## src/rtl/core/gmg_pkg.sv

```systemverilog
package gmg_pkg;

  // field widths fixed by the item format
  localparam int SIDE_W     = 9;
  localparam int LEN_W      = 16;
  localparam int COORD_W    = 17;
  localparam int TEX_W      = 16;
  localparam int VNUM_W     = 16;
  localparam int KIND_W     = 2;
  localparam int CORNER_W   = 3;
  localparam int CFG_IDX_W  = 3;
  localparam int CFG_DATA_W = 16;

  localparam int MAX_SIDE_DEF = 256;

  // result kinds
  localparam logic [KIND_W-1:0] KIND_VERTEX = 2'd0;
  localparam logic [KIND_W-1:0] KIND_INDEX  = 2'd1;
  localparam logic [KIND_W-1:0] KIND_DONE   = 2'd2;

  // walk phases
  localparam logic [1:0] PH_VERTEX = 2'd0;
  localparam logic [1:0] PH_INDEX  = 2'd1;
  localparam logic [1:0] PH_DONE   = 2'd2;

  // register indexes
  localparam logic [CFG_IDX_W-1:0] REG_ROWS   = 3'd0;
  localparam logic [CFG_IDX_W-1:0] REG_COLS   = 3'd1;
  localparam logic [CFG_IDX_W-1:0] REG_WIDTH  = 3'd2;
  localparam logic [CFG_IDX_W-1:0] REG_DEPTH  = 3'd3;
  localparam logic [CFG_IDX_W-1:0] REG_TILE_U = 3'd4;
  localparam logic [CFG_IDX_W-1:0] REG_TILE_V = 3'd5;

  // register reset values
  localparam logic [SIDE_W-1:0] ROWS_RST  = 9'd2;
  localparam logic [SIDE_W-1:0] COLS_RST  = 9'd2;
  localparam logic [LEN_W-1:0]  WIDTH_RST = 16'd16;
  localparam logic [LEN_W-1:0]  DEPTH_RST = 16'd16;
  localparam logic [LEN_W-1:0]  TILE_RST  = 16'd256;

  // quotient selects
  localparam logic [1:0] DIV_X = 2'd0;
  localparam logic [1:0] DIV_Z = 2'd1;
  localparam logic [1:0] DIV_U = 2'd2;
  localparam logic [1:0] DIV_V = 2'd3;

  localparam logic [CORNER_W-1:0] CORNER_LAST = 3'd5;

  typedef struct packed {
    logic       take;
    logic       div_go;
    logic       div_store;
    logic [1:0] sel;
    logic       emit;
  } gmg_cmd_t;

  typedef struct packed {
    logic vertex;
    logic div_done;
    logic out_free;
  } gmg_sts_t;

  // triangle corners of a quad: (0,0) (0,1) (1,0) (1,0) (0,1) (1,1)
  function automatic logic corner_dr(input logic [CORNER_W-1:0] q);
    logic d;
    case (q)
      3'd2, 3'd3, 3'd5: d = 1'b1;
      default:          d = 1'b0;
    endcase
    return d;
  endfunction

  function automatic logic corner_dc(input logic [CORNER_W-1:0] q);
    logic d;
    case (q)
      3'd1, 3'd4, 3'd5: d = 1'b1;
      default:          d = 1'b0;
    endcase
    return d;
  endfunction

endpackage

```

## src/rtl/core/gmg_ifs.sv

```systemverilog
interface gmg_in_if;
  logic valid;
  logic ready;
  logic restart;

  modport source (output valid, output restart, input ready);
  modport sink   (input valid, input restart, output ready);
endinterface

interface gmg_out_if;
  logic                                valid;
  logic                                ready;
  logic [gmg_pkg::KIND_W-1:0]          item_kind;
  logic signed [gmg_pkg::COORD_W-1:0]  pos_x;
  logic signed [gmg_pkg::COORD_W-1:0]  pos_z;
  logic [gmg_pkg::TEX_W-1:0]           tex_u;
  logic [gmg_pkg::TEX_W-1:0]           tex_v;
  logic [gmg_pkg::VNUM_W-1:0]          vertex_number;
  logic                                mesh_last;

  modport source (output valid, output item_kind, output pos_x, output pos_z,
                  output tex_u, output tex_v, output vertex_number,
                  output mesh_last, input ready);
  modport sink   (input valid, input item_kind, input pos_x, input pos_z,
                  input tex_u, input tex_v, input vertex_number,
                  input mesh_last, output ready);
endinterface

interface gmg_cfg_if;
  logic                              valid;
  logic                              ready;
  logic [gmg_pkg::CFG_IDX_W-1:0]     index;
  logic [gmg_pkg::CFG_DATA_W-1:0]    data;

  modport source (output valid, output index, output data, input ready);
  modport sink   (input valid, input index, input data, output ready);
endinterface

```

## src/rtl/core/gmg_div.sv

```systemverilog
module gmg_div #(
  parameter int NW = 25,
  parameter int DW = 8
) (
  input  logic          clk,
  input  logic          rst_n,
  input  logic          start,
  input  logic [NW-1:0] num,
  input  logic [DW-1:0] den,
  output logic          done,
  output logic [NW-1:0] quo
);

  localparam int CNT_W = $clog2(NW + 1);

  logic             busy_r;
  logic             done_r;
  logic [CNT_W-1:0] cnt_r;
  logic [DW-1:0]    den_r;
  logic [DW-1:0]    rem_r;
  logic [NW-1:0]    quo_r;

  logic [DW:0]      part;
  logic [DW:0]      diff;
  logic             ge;

  // restoring division, one quotient bit a cycle
  assign part = {rem_r, quo_r[NW-1]};
  assign diff = part - {1'b0, den_r};
  assign ge   = (part >= {1'b0, den_r});

  always_ff @(posedge clk) begin
    if (!rst_n) begin
      busy_r <= 1'b0;
      done_r <= 1'b0;
      cnt_r  <= '0;
    end else begin
      done_r <= 1'b0;
      if (start) begin
        busy_r <= 1'b1;
        cnt_r  <= CNT_W'(NW);
      end else if (busy_r) begin
        cnt_r <= cnt_r - CNT_W'(1);
        if (cnt_r == CNT_W'(1)) begin
          busy_r <= 1'b0;
          done_r <= 1'b1;
        end
      end
    end
  end

  always_ff @(posedge clk) begin
    if (start) begin
      den_r <= den;
      rem_r <= '0;
      quo_r <= num;
    end else if (busy_r) begin
      rem_r <= ge ? diff[DW-1:0] : part[DW-1:0];
      quo_r <= {quo_r[NW-2:0], ge};
    end
  end

  assign done = done_r;
  assign quo  = quo_r;

endmodule

```

## src/rtl/core/gmg_dp.sv

```systemverilog
module gmg_dp #(
  parameter int MAX_SIDE = gmg_pkg::MAX_SIDE_DEF
) (
  input  logic                                clk,
  input  logic                                rst_n,
  input  gmg_pkg::gmg_cmd_t                   cmd,
  output gmg_pkg::gmg_sts_t                   sts,
  input  logic                                restart,
  input  logic                                cfg_wr,
  input  logic [gmg_pkg::CFG_IDX_W-1:0]       cfg_index,
  input  logic [gmg_pkg::CFG_DATA_W-1:0]      cfg_data,
  input  logic                                out_ready,
  output logic                                out_valid,
  output logic [gmg_pkg::KIND_W-1:0]          out_item_kind,
  output logic signed [gmg_pkg::COORD_W-1:0]  out_pos_x,
  output logic signed [gmg_pkg::COORD_W-1:0]  out_pos_z,
  output logic [gmg_pkg::TEX_W-1:0]           out_tex_u,
  output logic [gmg_pkg::TEX_W-1:0]           out_tex_v,
  output logic [gmg_pkg::VNUM_W-1:0]          out_vertex_number,
  output logic                                out_mesh_last
);

  localparam int SW = gmg_pkg::SIDE_W;
  localparam int LW = gmg_pkg::LEN_W;
  localparam int XW = gmg_pkg::COORD_W;
  localparam int TW = gmg_pkg::TEX_W;
  localparam int VW = gmg_pkg::VNUM_W;
  localparam int QW = gmg_pkg::CORNER_W;
  localparam int CW = $clog2(MAX_SIDE);
  localparam int NW = CW + LW + 1;
  localparam int PW = (2 * CW + 2 > VW) ? 2 * CW + 2 : VW;

  // configuration
  logic [SW-1:0] rows_r, cols_r;
  logic [LW-1:0] width_r, depth_r, tile_u_r, tile_v_r;

  // walk state
  logic [1:0]    phase_r, phase_nxt;
  logic [CW-1:0] r_r, r_nxt;
  logic [CW-1:0] c_r, c_nxt;
  logic [QW-1:0] q_r, q_nxt;

  // quotients
  logic [XW-1:0] qx_r, qz_r;
  logic [TW-1:0] qu_r, qv_r;

  // result word
  logic                  out_valid_r;
  logic [1:0]            out_kind_r;
  logic [XW-1:0]         out_px_r, out_pz_r;
  logic [TW-1:0]         out_tu_r, out_tv_r;
  logic [VW-1:0]         out_vnum_r;
  logic                  out_last_r;

  logic [SW-1:0] rows_lim, cols_lim;
  logic [CW-1:0] rows_m1, cols_m1, rows_m2, cols_m2;
  logic [CW:0]   cols_w;

  logic [1:0]    phase_src;
  logic [CW-1:0] r_src, c_src;
  logic [QW-1:0] q_src;

  logic [CW-1:0]    mul_a;
  logic [LW-1:0]    mul_b;
  logic [CW+LW-1:0] prod;
  logic [NW-1:0]    div_num;
  logic [CW-1:0]    div_den;
  logic             div_done;
  logic [NW-1:0]    div_quo;

  logic [CW:0]   vr, vc;
  logic [PW-1:0] vprod;
  logic          is_last;

  logic [1:0]    kind_nxt;
  logic [XW-1:0] px_nxt, pz_nxt;
  logic [TW-1:0] tu_nxt, tv_nxt;
  logic [VW-1:0] vnum_nxt;
  logic          last_nxt;

  // sides out of range are pinned to 2 and MAX_SIDE
  always_comb begin
    if (rows_r < SW'(2))             rows_lim = SW'(2);
    else if (rows_r > SW'(MAX_SIDE)) rows_lim = SW'(MAX_SIDE);
    else                             rows_lim = rows_r;
    if (cols_r < SW'(2))             cols_lim = SW'(2);
    else if (cols_r > SW'(MAX_SIDE)) cols_lim = SW'(MAX_SIDE);
    else                             cols_lim = cols_r;
  end

  assign rows_m1 = CW'(rows_lim - SW'(1));
  assign cols_m1 = CW'(cols_lim - SW'(1));
  assign rows_m2 = CW'(rows_lim - SW'(2));
  assign cols_m2 = CW'(cols_lim - SW'(2));
  assign cols_w  = (CW+1)'(cols_lim);

  always_ff @(posedge clk) begin
    if (!rst_n) begin
      rows_r   <= gmg_pkg::ROWS_RST;
      cols_r   <= gmg_pkg::COLS_RST;
      width_r  <= gmg_pkg::WIDTH_RST;
      depth_r  <= gmg_pkg::DEPTH_RST;
      tile_u_r <= gmg_pkg::TILE_RST;
      tile_v_r <= gmg_pkg::TILE_RST;
    end else if (cfg_wr) begin
      case (cfg_index)
        gmg_pkg::REG_ROWS:   rows_r   <= cfg_data[SW-1:0];
        gmg_pkg::REG_COLS:   cols_r   <= cfg_data[SW-1:0];
        gmg_pkg::REG_WIDTH:  width_r  <= cfg_data[LW-1:0];
        gmg_pkg::REG_DEPTH:  depth_r  <= cfg_data[LW-1:0];
        gmg_pkg::REG_TILE_U: tile_u_r <= cfg_data[LW-1:0];
        gmg_pkg::REG_TILE_V: tile_v_r <= cfg_data[LW-1:0];
        default: ;
      endcase
    end
  end

  // counters are clamped to the current grid when a word is taken
  assign phase_src = restart ? gmg_pkg::PH_VERTEX : phase_r;
  assign r_src     = restart ? '0 : r_r;
  assign c_src     = restart ? '0 : c_r;
  assign q_src     = restart ? '0 : q_r;

  always_comb begin
    phase_nxt = phase_r;
    r_nxt     = r_r;
    c_nxt     = c_r;
    q_nxt     = q_r;
    if (cmd.take) begin
      phase_nxt = phase_src;
      r_nxt     = r_src;
      c_nxt     = c_src;
      q_nxt     = q_src;
      case (phase_src)
        gmg_pkg::PH_VERTEX: begin
          if (r_src > rows_m1) r_nxt = rows_m1;
          if (c_src > cols_m1) c_nxt = cols_m1;
        end
        gmg_pkg::PH_INDEX: begin
          if (r_src > rows_m2) r_nxt = rows_m2;
          if (c_src > cols_m2) c_nxt = cols_m2;
          if (q_src > gmg_pkg::CORNER_LAST) q_nxt = '0;
        end
        default: ;
      endcase
    end else if (cmd.emit) begin
      case (phase_r)
        gmg_pkg::PH_VERTEX: begin
          if (c_r == cols_m1) begin
            c_nxt = '0;
            if (r_r == rows_m1) begin
              r_nxt     = '0;
              q_nxt     = '0;
              phase_nxt = gmg_pkg::PH_INDEX;
            end else begin
              r_nxt = r_r + CW'(1);
            end
          end else begin
            c_nxt = c_r + CW'(1);
          end
        end
        gmg_pkg::PH_INDEX: begin
          if (q_r == gmg_pkg::CORNER_LAST) begin
            q_nxt = '0;
            if (c_r == cols_m2) begin
              c_nxt = '0;
              if (r_r == rows_m2) begin
                r_nxt     = '0;
                phase_nxt = gmg_pkg::PH_DONE;
              end else begin
                r_nxt = r_r + CW'(1);
              end
            end else begin
              c_nxt = c_r + CW'(1);
            end
          end else begin
            q_nxt = q_r + QW'(1);
          end
        end
        default: ;
      endcase
    end
  end

  always_ff @(posedge clk) begin
    if (!rst_n) begin
      phase_r <= gmg_pkg::PH_VERTEX;
      r_r     <= '0;
      c_r     <= '0;
      q_r     <= '0;
    end else begin
      phase_r <= phase_nxt;
      r_r     <= r_nxt;
      c_r     <= c_nxt;
      q_r     <= q_nxt;
    end
  end

  // dividend: counter times length, doubled for positions
  assign mul_a = (cmd.sel == gmg_pkg::DIV_X || cmd.sel == gmg_pkg::DIV_U) ? c_r : r_r;

  always_comb begin
    case (cmd.sel)
      gmg_pkg::DIV_X: mul_b = width_r;
      gmg_pkg::DIV_Z: mul_b = depth_r;
      gmg_pkg::DIV_U: mul_b = tile_u_r;
      default:        mul_b = tile_v_r;
    endcase
  end

  assign prod    = (CW+LW)'(mul_a * mul_b);
  assign div_num = (cmd.sel == gmg_pkg::DIV_X || cmd.sel == gmg_pkg::DIV_Z) ?
                   {prod, 1'b0} : {1'b0, prod};
  assign div_den = (cmd.sel == gmg_pkg::DIV_X || cmd.sel == gmg_pkg::DIV_U) ?
                   cols_m1 : rows_m1;

  gmg_div #(
    .NW (NW),
    .DW (CW)
  ) u_div (
    .clk   (clk),
    .rst_n (rst_n),
    .start (cmd.div_go),
    .num   (div_num),
    .den   (div_den),
    .done  (div_done),
    .quo   (div_quo)
  );

  always_ff @(posedge clk) begin
    if (cmd.div_store) begin
      case (cmd.sel)
        gmg_pkg::DIV_X: qx_r <= div_quo[XW-1:0];
        gmg_pkg::DIV_Z: qz_r <= div_quo[XW-1:0];
        gmg_pkg::DIV_U: qu_r <= div_quo[TW-1:0];
        default:        qv_r <= div_quo[TW-1:0];
      endcase
    end
  end

  // vertex number, or the corner of the current quad
  always_comb begin
    if (phase_r == gmg_pkg::PH_INDEX) begin
      vr = {1'b0, r_r} + (CW+1)'(gmg_pkg::corner_dr(q_r));
      vc = {1'b0, c_r} + (CW+1)'(gmg_pkg::corner_dc(q_r));
    end else begin
      vr = {1'b0, r_r};
      vc = {1'b0, c_r};
    end
  end

  assign vprod   = PW'(vr) * PW'(cols_w) + PW'(vc);
  assign is_last = (r_r == rows_m2) && (c_r == cols_m2) && (q_r == gmg_pkg::CORNER_LAST);

  always_comb begin
    kind_nxt = gmg_pkg::KIND_DONE;
    px_nxt   = '0;
    pz_nxt   = '0;
    tu_nxt   = '0;
    tv_nxt   = '0;
    vnum_nxt = '0;
    last_nxt = 1'b0;
    case (phase_r)
      gmg_pkg::PH_VERTEX: begin
        kind_nxt = gmg_pkg::KIND_VERTEX;
        px_nxt   = qx_r - {1'b0, width_r};
        pz_nxt   = {1'b0, depth_r} - qz_r;
        tu_nxt   = qu_r;
        tv_nxt   = qv_r;
        vnum_nxt = vprod[VW-1:0];
      end
      gmg_pkg::PH_INDEX: begin
        kind_nxt = gmg_pkg::KIND_INDEX;
        vnum_nxt = vprod[VW-1:0];
        last_nxt = is_last;
      end
      default: ;
    endcase
  end

  always_ff @(posedge clk) begin
    if (!rst_n) begin
      out_valid_r <= 1'b0;
    end else begin
      out_valid_r <= cmd.emit | (out_valid_r & ~out_ready);
    end
  end

  always_ff @(posedge clk) begin
    if (cmd.emit) begin
      out_kind_r <= kind_nxt;
      out_px_r   <= px_nxt;
      out_pz_r   <= pz_nxt;
      out_tu_r   <= tu_nxt;
      out_tv_r   <= tv_nxt;
      out_vnum_r <= vnum_nxt;
      out_last_r <= last_nxt;
    end
  end

  assign sts.vertex   = (phase_r == gmg_pkg::PH_VERTEX);
  assign sts.div_done = div_done;
  assign sts.out_free = ~out_valid_r | out_ready;

  assign out_valid         = out_valid_r;
  assign out_item_kind     = out_kind_r;
  assign out_pos_x         = $signed(out_px_r);
  assign out_pos_z         = $signed(out_pz_r);
  assign out_tex_u         = out_tu_r;
  assign out_tex_v         = out_tv_r;
  assign out_vertex_number = out_vnum_r;
  assign out_mesh_last     = out_last_r;

  a_emit_fills: assert property (@(posedge clk) disable iff (!rst_n)
    cmd.emit |=> out_valid_r)
    else $error("emitted word not held in result register");

  a_last_only_index: assert property (@(posedge clk) disable iff (!rst_n)
    out_valid_r && out_kind_r != gmg_pkg::KIND_INDEX |-> !out_last_r)
    else $error("mesh_last on a word that is not an index");

  a_done_blank: assert property (@(posedge clk) disable iff (!rst_n)
    out_valid_r && out_kind_r == gmg_pkg::KIND_DONE |-> out_vnum_r == '0)
    else $error("finished word carries a vertex number");

  a_store_after_div: assert property (@(posedge clk) disable iff (!rst_n)
    cmd.div_store |-> div_done)
    else $error("quotient stored before divider finished");

  a_take_clamped: assert property (@(posedge clk) disable iff (!rst_n)
    cmd.take |=> (phase_r != gmg_pkg::PH_VERTEX || (r_r <= rows_m1 && c_r <= cols_m1)))
    else $error("vertex counters outside the grid after take");

endmodule

```

## src/rtl/core/gmg_ctrl.sv

```systemverilog
module gmg_ctrl (
  input  logic              clk,
  input  logic              rst_n,
  input  logic              in_valid,
  input  gmg_pkg::gmg_sts_t sts,
  output gmg_pkg::gmg_cmd_t cmd,
  output logic              in_ready
);

  typedef enum logic [1:0] {
    S_IDLE,
    S_START,
    S_WAIT,
    S_EMIT
  } state_t;

  state_t     state_r;
  logic [1:0] sel_r;
  logic       in_ready_r;

  always_comb begin
    cmd           = '0;
    cmd.sel       = sel_r;
    cmd.take      = (state_r == S_IDLE) && in_valid && in_ready_r;
    cmd.div_go    = (state_r == S_START) && sts.vertex;
    cmd.div_store = (state_r == S_WAIT) && sts.div_done;
    cmd.emit      = (state_r == S_EMIT) && sts.out_free;
  end

  always_ff @(posedge clk) begin
    if (!rst_n) begin
      state_r    <= S_IDLE;
      sel_r      <= gmg_pkg::DIV_X;
      in_ready_r <= 1'b1;
    end else begin
      case (state_r)
        S_IDLE: begin
          if (in_valid && in_ready_r) begin
            state_r    <= S_START;
            sel_r      <= gmg_pkg::DIV_X;
            in_ready_r <= 1'b0;
          end
        end
        S_START: begin
          // index and finished words need no quotients
          if (sts.vertex) state_r <= S_WAIT;
          else            state_r <= S_EMIT;
        end
        S_WAIT: begin
          if (sts.div_done) begin
            if (sel_r == gmg_pkg::DIV_V) begin
              state_r <= S_EMIT;
            end else begin
              sel_r   <= sel_r + 2'd1;
              state_r <= S_START;
            end
          end
        end
        S_EMIT: begin
          if (sts.out_free) begin
            state_r    <= S_IDLE;
            in_ready_r <= 1'b1;
          end
        end
        default: begin
          state_r    <= S_IDLE;
          in_ready_r <= 1'b1;
        end
      endcase
    end
  end

  assign in_ready = in_ready_r;

endmodule

```

## src/rtl/core/grid_mesh_generator.sv

```systemverilog
// vertex word: result valid once four serial quotients have run through one shared
// bit-per-cycle divider
// index and finished words skip the divider and go straight to the result register
// one word in flight, the next taken once its result is registered
// rst_n (synchronous) restores the register defaults and restarts at the first vertex
module grid_mesh_generator #(
  parameter int MAX_SIDE = gmg_pkg::MAX_SIDE_DEF
) (
  input logic        clk,
  input logic        rst_n,
  gmg_in_if.sink     in_port,
  gmg_out_if.source  out_port,
  gmg_cfg_if.sink    cfg_port
);

  gmg_pkg::gmg_cmd_t cmd;
  gmg_pkg::gmg_sts_t sts;

  assign cfg_port.ready = 1'b1;

  gmg_ctrl u_ctrl (
    .clk      (clk),
    .rst_n    (rst_n),
    .in_valid (in_port.valid),
    .sts      (sts),
    .cmd      (cmd),
    .in_ready (in_port.ready)
  );

  gmg_dp #(
    .MAX_SIDE (MAX_SIDE)
  ) u_dp (
    .clk               (clk),
    .rst_n             (rst_n),
    .cmd               (cmd),
    .sts               (sts),
    .restart           (in_port.restart),
    .cfg_wr            (cfg_port.valid),
    .cfg_index         (cfg_port.index),
    .cfg_data          (cfg_port.data),
    .out_ready         (out_port.ready),
    .out_valid         (out_port.valid),
    .out_item_kind     (out_port.item_kind),
    .out_pos_x         (out_port.pos_x),
    .out_pos_z         (out_port.pos_z),
    .out_tex_u         (out_port.tex_u),
    .out_tex_v         (out_port.tex_v),
    .out_vertex_number (out_port.vertex_number),
    .out_mesh_last     (out_port.mesh_last)
  );

endmodule

```

## src/flat_wrapper.sv

```systemverilog
// flat-port wrapper written by rule: the top's interface ports become plain ports
module grid_mesh_generator_flat 
#(
  parameter int MAX_SIDE = gmg_pkg::MAX_SIDE_DEF
)
  (clk, rst_n, in_port_valid, in_port_restart, in_port_ready, out_port_valid, out_port_item_kind, out_port_pos_x, out_port_pos_z, out_port_tex_u, out_port_tex_v, out_port_vertex_number, out_port_mesh_last, out_port_ready, cfg_port_valid, cfg_port_index, cfg_port_data, cfg_port_ready);
  gmg_in_if in_port_i ();
  gmg_out_if out_port_i ();
  gmg_cfg_if cfg_port_i ();
  input logic clk;
  input logic rst_n;
  input wire logic [$bits(in_port_i.valid)-1:0] in_port_valid;
  input wire logic [$bits(in_port_i.restart)-1:0] in_port_restart;
  output wire logic [$bits(in_port_i.ready)-1:0] in_port_ready;
  output wire logic [$bits(out_port_i.valid)-1:0] out_port_valid;
  output wire logic [$bits(out_port_i.item_kind)-1:0] out_port_item_kind;
  output wire logic [$bits(out_port_i.pos_x)-1:0] out_port_pos_x;
  output wire logic [$bits(out_port_i.pos_z)-1:0] out_port_pos_z;
  output wire logic [$bits(out_port_i.tex_u)-1:0] out_port_tex_u;
  output wire logic [$bits(out_port_i.tex_v)-1:0] out_port_tex_v;
  output wire logic [$bits(out_port_i.vertex_number)-1:0] out_port_vertex_number;
  output wire logic [$bits(out_port_i.mesh_last)-1:0] out_port_mesh_last;
  input wire logic [$bits(out_port_i.ready)-1:0] out_port_ready;
  input wire logic [$bits(cfg_port_i.valid)-1:0] cfg_port_valid;
  input wire logic [$bits(cfg_port_i.index)-1:0] cfg_port_index;
  input wire logic [$bits(cfg_port_i.data)-1:0] cfg_port_data;
  output wire logic [$bits(cfg_port_i.ready)-1:0] cfg_port_ready;
  assign in_port_i.valid = in_port_valid;
  assign in_port_i.restart = in_port_restart;
  assign in_port_ready = in_port_i.ready;
  assign out_port_valid = out_port_i.valid;
  assign out_port_item_kind = out_port_i.item_kind;
  assign out_port_pos_x = out_port_i.pos_x;
  assign out_port_pos_z = out_port_i.pos_z;
  assign out_port_tex_u = out_port_i.tex_u;
  assign out_port_tex_v = out_port_i.tex_v;
  assign out_port_vertex_number = out_port_i.vertex_number;
  assign out_port_mesh_last = out_port_i.mesh_last;
  assign out_port_i.ready = out_port_ready;
  assign cfg_port_i.valid = cfg_port_valid;
  assign cfg_port_i.index = cfg_port_index;
  assign cfg_port_i.data = cfg_port_data;
  assign cfg_port_ready = cfg_port_i.ready;
  grid_mesh_generator #(.MAX_SIDE(MAX_SIDE)) u_core (.clk(clk), .rst_n(rst_n), .in_port(in_port_i), .out_port(out_port_i), .cfg_port(cfg_port_i));
endmodule
```

## config.mk

```make
export PLATFORM = sky130hd
export DESIGN_NAME = grid_mesh_generator_flat
export DESIGN_NICKNAME = d
export VERILOG_FILES = /design/src/rtl/core/gmg_pkg.sv /design/src/rtl/core/gmg_ifs.sv /design/src/rtl/core/gmg_div.sv /design/src/rtl/core/gmg_dp.sv /design/src/rtl/core/gmg_ctrl.sv /design/src/rtl/core/grid_mesh_generator.sv /design/src/flat_wrapper.sv
export SDC_FILE = /design/constraint.sdc
export NUM_CORES = 1
export LEC_CHECK = 0
export BUFFER_PORTS_ARGS = -buffer_cell sky130_fd_sc_hd__buf_2
export CORE_MARGIN = 2
export CORE_UTILIZATION = 28
export CTS_BUF_LIST = sky130_fd_sc_hd__clkbuf_2 sky130_fd_sc_hd__clkbuf_4 sky130_fd_sc_hd__clkbuf_8
export CTS_CLUSTER_DIAMETER = 50
export DETAILED_ROUTE_END_ITERATION = 10
export GPL_TIMING_DRIVEN = 0
export SLEW_MARGIN = 20
export SYNTH_ARGS = -nofsm -noshare
export SYNTH_HDL_FRONTEND = slang
export SYNTH_SLANG_ARGS = --single-unit
```

## constraint.sdc

```tcl
create_clock -name clk -period 8 [get_ports clk]
set_clock_uncertainty 0.2 [all_clocks]
set_input_delay 1.6 -clock clk [delete_from_list [all_inputs] [get_ports clk]]
set_output_delay 1.6 -clock clk [all_outputs]
set_load 0.02 [all_outputs]
```

==> impl_metrics.yaml <==
status:
  status: "finished, final reports clean"
synth:
  synth_fp_nets: 3017
  synthSimpleGateAreaFrac: 0.194
  synth_area_mm2: 0.0239
  synthFlopType: "edfxtp_1"
  synth_xor_area_frac: 0.0412
  synthMuxAreaShare: 0.0172
  synth_cell_type_count: 93
  ys_ff_latch: 308
  postSynthCellCount: 2671
  synth-compound-area-share: 0.139
  synthAdderAreaFrac: 0.212
  async_flop_share: 0
  ys_warn_count: 0
  synth-seq-area-share: 0.334
  synth_top_family_by_area: "adder cells"
  synth-edff-count: 184
  syn_area_per_cell_um2: 8.96
die:
  chipWidth_um: 296
  start_util: 0.282
  ios: 113
  rows: 107
  fp.dieArea_mm2: 0.0879
  die_h_um: 296
  fp.coreArea_mm2: 0.0850
final_layout:
  layout_common_cells: "nand2_1, nor2_1, inv_1"
  final_area_mm2: 0.0271
  layout_commonest_cell: "nand2_1"
  final_util: 0.319
  syn2layout_area_growth_pct: 13.3
  nets: 3185
  instances_no_fill: 4029
  layout-drive-gt1-share: 0.102
min_path:
  hold_end: "u_core.u_dp.tile_v_r[0]$_SDFFE_PN0P_"
  hp-class: "flip-flop to flip-flop"
  hold_depth: 2
  hold_path_startpoint: "u_core.u_dp.tile_v_r[0]$_SDFFE_PN0P_"
clock_network:
  tritoncts: "built"
  postCtsHoldBufs: 0
  root_buffer: "clkbuf_8"
  clock_latency_ns: 0.69
  cts_buffer_depth: 3
  h-tree-depth: 2
  clk_pin_slew_worst_paths_ns: 0.07
  cts.sinks: 308
  cts_buffers: 52
detailed_routing:
  post_drt_wl_per_cell_um: 17.7
  vias: 20105
  drt_iter0_drc: 1756
  drtAntennaViolNets: 0
  routed_wirelength_um: 71200
  via_per_inst: 4.99
  drt_pass1_iterations: 9
  route.detailed.drc: 0
grt:
  grt_pass1_vias: 19419
  antenna_found_initial: 9
  grt_pass1_wl_um: 112000
  grt_max_degree: 27
  grt-ovfl-total: 0
  grt.total_usage: 0.162
run:
  cap_viol_max_count: 0
timing:
  slew_headroom: 0.218
  setup_viol: 0
  drv_slew: 0
  fin_setup_tns_ns: 0
  min_period_ns: 7.57
  max_freq_mhz: 132
  hold_violations: 0
  rsz0062_at_grt: "false"
  post-route-period-util: 0.947
  worst_pin_slew_ns: 1.17
setup_path:
  critPathMaxFanout: 10
  start_kind: "flip-flop"
  critPathKind: "flip-flop to flip-flop"
  worst_ep_arrival_time_ns: 7.85
  reg2reg_slack_ns: 0.43
  r2r-end: "u_core.u_dp.u_div.quo[23]$_DFFE_PP_"
  worstSetupEndpointType: "flip-flop"
  cp.required_ns: 8.27
  rr_startpoint: "u_core.u_ctrl.sel_r[0]$_SDFFE_PN0P_"
  r2r_cells: 23
placed_design:
  place_congestion: 0.931
  placed_cell_area_mm2: 0.0260
  place.port_buffers: 111
  hpwlAfterDp_um: 54600
  place_inst: 3930
power:
  p_total_w: 0.00414
  p_leak_nw: 11.1
  peakVddDrop_mv: 0.0904
  pwr_density_cell_mw_per_mm2: 153
[logic make-up after synthesis]
group / Yosys count
xor gates and xnor gates: 108
and+or+nand+nor: 997
DFF: 308
AOI/OAI and AO/OA: 510
muxes: 40
buffers and inverters: 386
adders and majority gates: 321
other: 1
[state kept, by name (all words and copies together), names as in the netlist, 3 cells and up]
register,flops
u_core.u_dp.c_r,8
u_core.u_dp.cols_r,9
u_core.u_dp.depth_r,16
u_core.u_dp.out_pos_x,17
u_core.u_dp.out_pos_z,17
u_core.u_dp.out_tex_u,16
u_core.u_dp.out_tex_v,16
u_core.u_dp.out_vertex_number,16
u_core.u_dp.q_r,3
u_core.u_dp.qu_r,16
u_core.u_dp.qv_r,16
u_core.u_dp.qx_r,17
u_core.u_dp.qz_r,17
u_core.u_dp.r_r,8
u_core.u_dp.rows_r,9
u_core.u_dp.tile_u_r,16
u_core.u_dp.tile_v_r,16
u_core.u_dp.u_div.cnt_r,5
u_core.u_dp.u_div.den_r,8
u_core.u_dp.u_div.quo,25
u_core.u_dp.u_div.rem_r,8
u_core.u_dp.width_r,16
[worst max-delay path by stage]
| stage | startpoint | to | slack, ns | cells past startpoint |
|---|---|---|---|---|
| 2_1_floorplan | out_port_ready | u_core.u_dp.phase_r[1]$_SDFFE_PN0P_ | 0.86 | 7 |
| 3_3_place_gp | out_port_ready | u_core.u_dp.r_r[2]$_SDFFE_PN0P_ | -1.93 | 9 |
| 4_1_cts | u_core.u_ctrl.sel_r[0]$_SDFFE_PN0P_ | u_core.u_dp.u_div.quo[23]$_DFFE_PP_ | 0.15 | 22 |
| 6_report | u_core.u_ctrl.sel_r[0]$_SDFFE_PN0P_ | u_core.u_dp.u_div.quo[23]$_DFFE_PP_ | 0.43 | 23 |
| 3_5_place_dp | u_core.u_ctrl.sel_r[0]$_SDFFE_PN0P_ | u_core.u_dp.u_div.quo[23]$_DFFE_PP_ | -0.29 | 22 |
| 5_1_grt | u_core.u_ctrl.sel_r[0]$_SDFFE_PN0P_ | u_core.u_dp.u_div.quo[23]$_DFFE_PP_ | 0.02 | 22 |
[cell usage after synthesis, types with 28 or more instances]
master    number  area (um2)
nand2_1      323        1210
nor2_1       321        1200
inv_1        250         938
edfxtp_1     184        5530
ha_1         180        2250
a21oi_1      173         866
fa_1         141        2820
dfxtp_1      124        2480
clkbuf_1     107         402
o21ai_0       83         415
xnor2_1       71         622
nor2b_1       49         307
and2_1        47         294
nor3_1        47         235
nand3_1       45         225
xor2_1        34         298
or2_2         32         200
mux2i_1       30         300
a21o_1        29         218
and3_1        28         175
[where the power goes]
group          switching [W]  leakage, nW  internal, W  total, W
Clock               0.000717        0.540     0.000714   0.00143
Sequential          0.000114         2.67      0.00180   0.00192
Combinational       0.000508         7.91     0.000286  0.000793
[what timing repair did]
item,4_1_cts,5_1_grt
setup endpoints to repair,9,10
buffers inserted,0,0
resized for setup,7,8
[stage by stage]
step	setup WS, ns	hold slack (ns)
finish	0.426	0.255
global route	0.0187	0.276
CTS	0.148	0.255
detailed placement	-0.295	0.246
global placement	-1.93	0.242
floorplan	0.863	0.236
[worst max-delay path, cell delays in order, from the launching register on]
cell      delay [ns]
dfxtp_1         0.41
inv_1           0.11
ha_1            0.21
clkbuf_1        0.27
nor2_2          0.38
clkbuf_2        0.42
mux2i_4         0.45
clkbuf_1        0.45
nor2_1          0.14
fa_1            0.54
fa_1            0.53
fa_1            0.55
inv_1           0.06
fa_1            0.54
inv_1           0.05
ha_1            0.36
nand3_1         0.10
a211o_1         0.27
a31oi_1         0.38
a21oi_1         0.20
nor2_1          0.17
mux2i_1         0.21
a21oi_1         0.08
a311oi_1        0.27
[layout make-up]
cell class,instances,area (um2)
sequential,308,8010
tap,1144,1430
inverter,254,953
timing repair buffer,115,646
antenna,2,5.00
clock inverter,30,166
clock buffer,68,861
buffer,131,526
multi-input combinational,1977,14500
fill,8854,57900
[routing by layer]
metal | global-route usage | vias to the layer above | part of all wire | routed length, um
met1 | 0.222 | 9709 | 0.44 | 31500
met5 | 0 | - | 0.00084 | 60
met2 | 0.256 | 721 | 0.45 | 31800
met4 | 0.0527 | 8 | 0.030 | 2140
met3 | 0.0317 | 151 | 0.079 | 5660
li1 | - | 9516 | - | -
(Power assumes the default switching activity.)
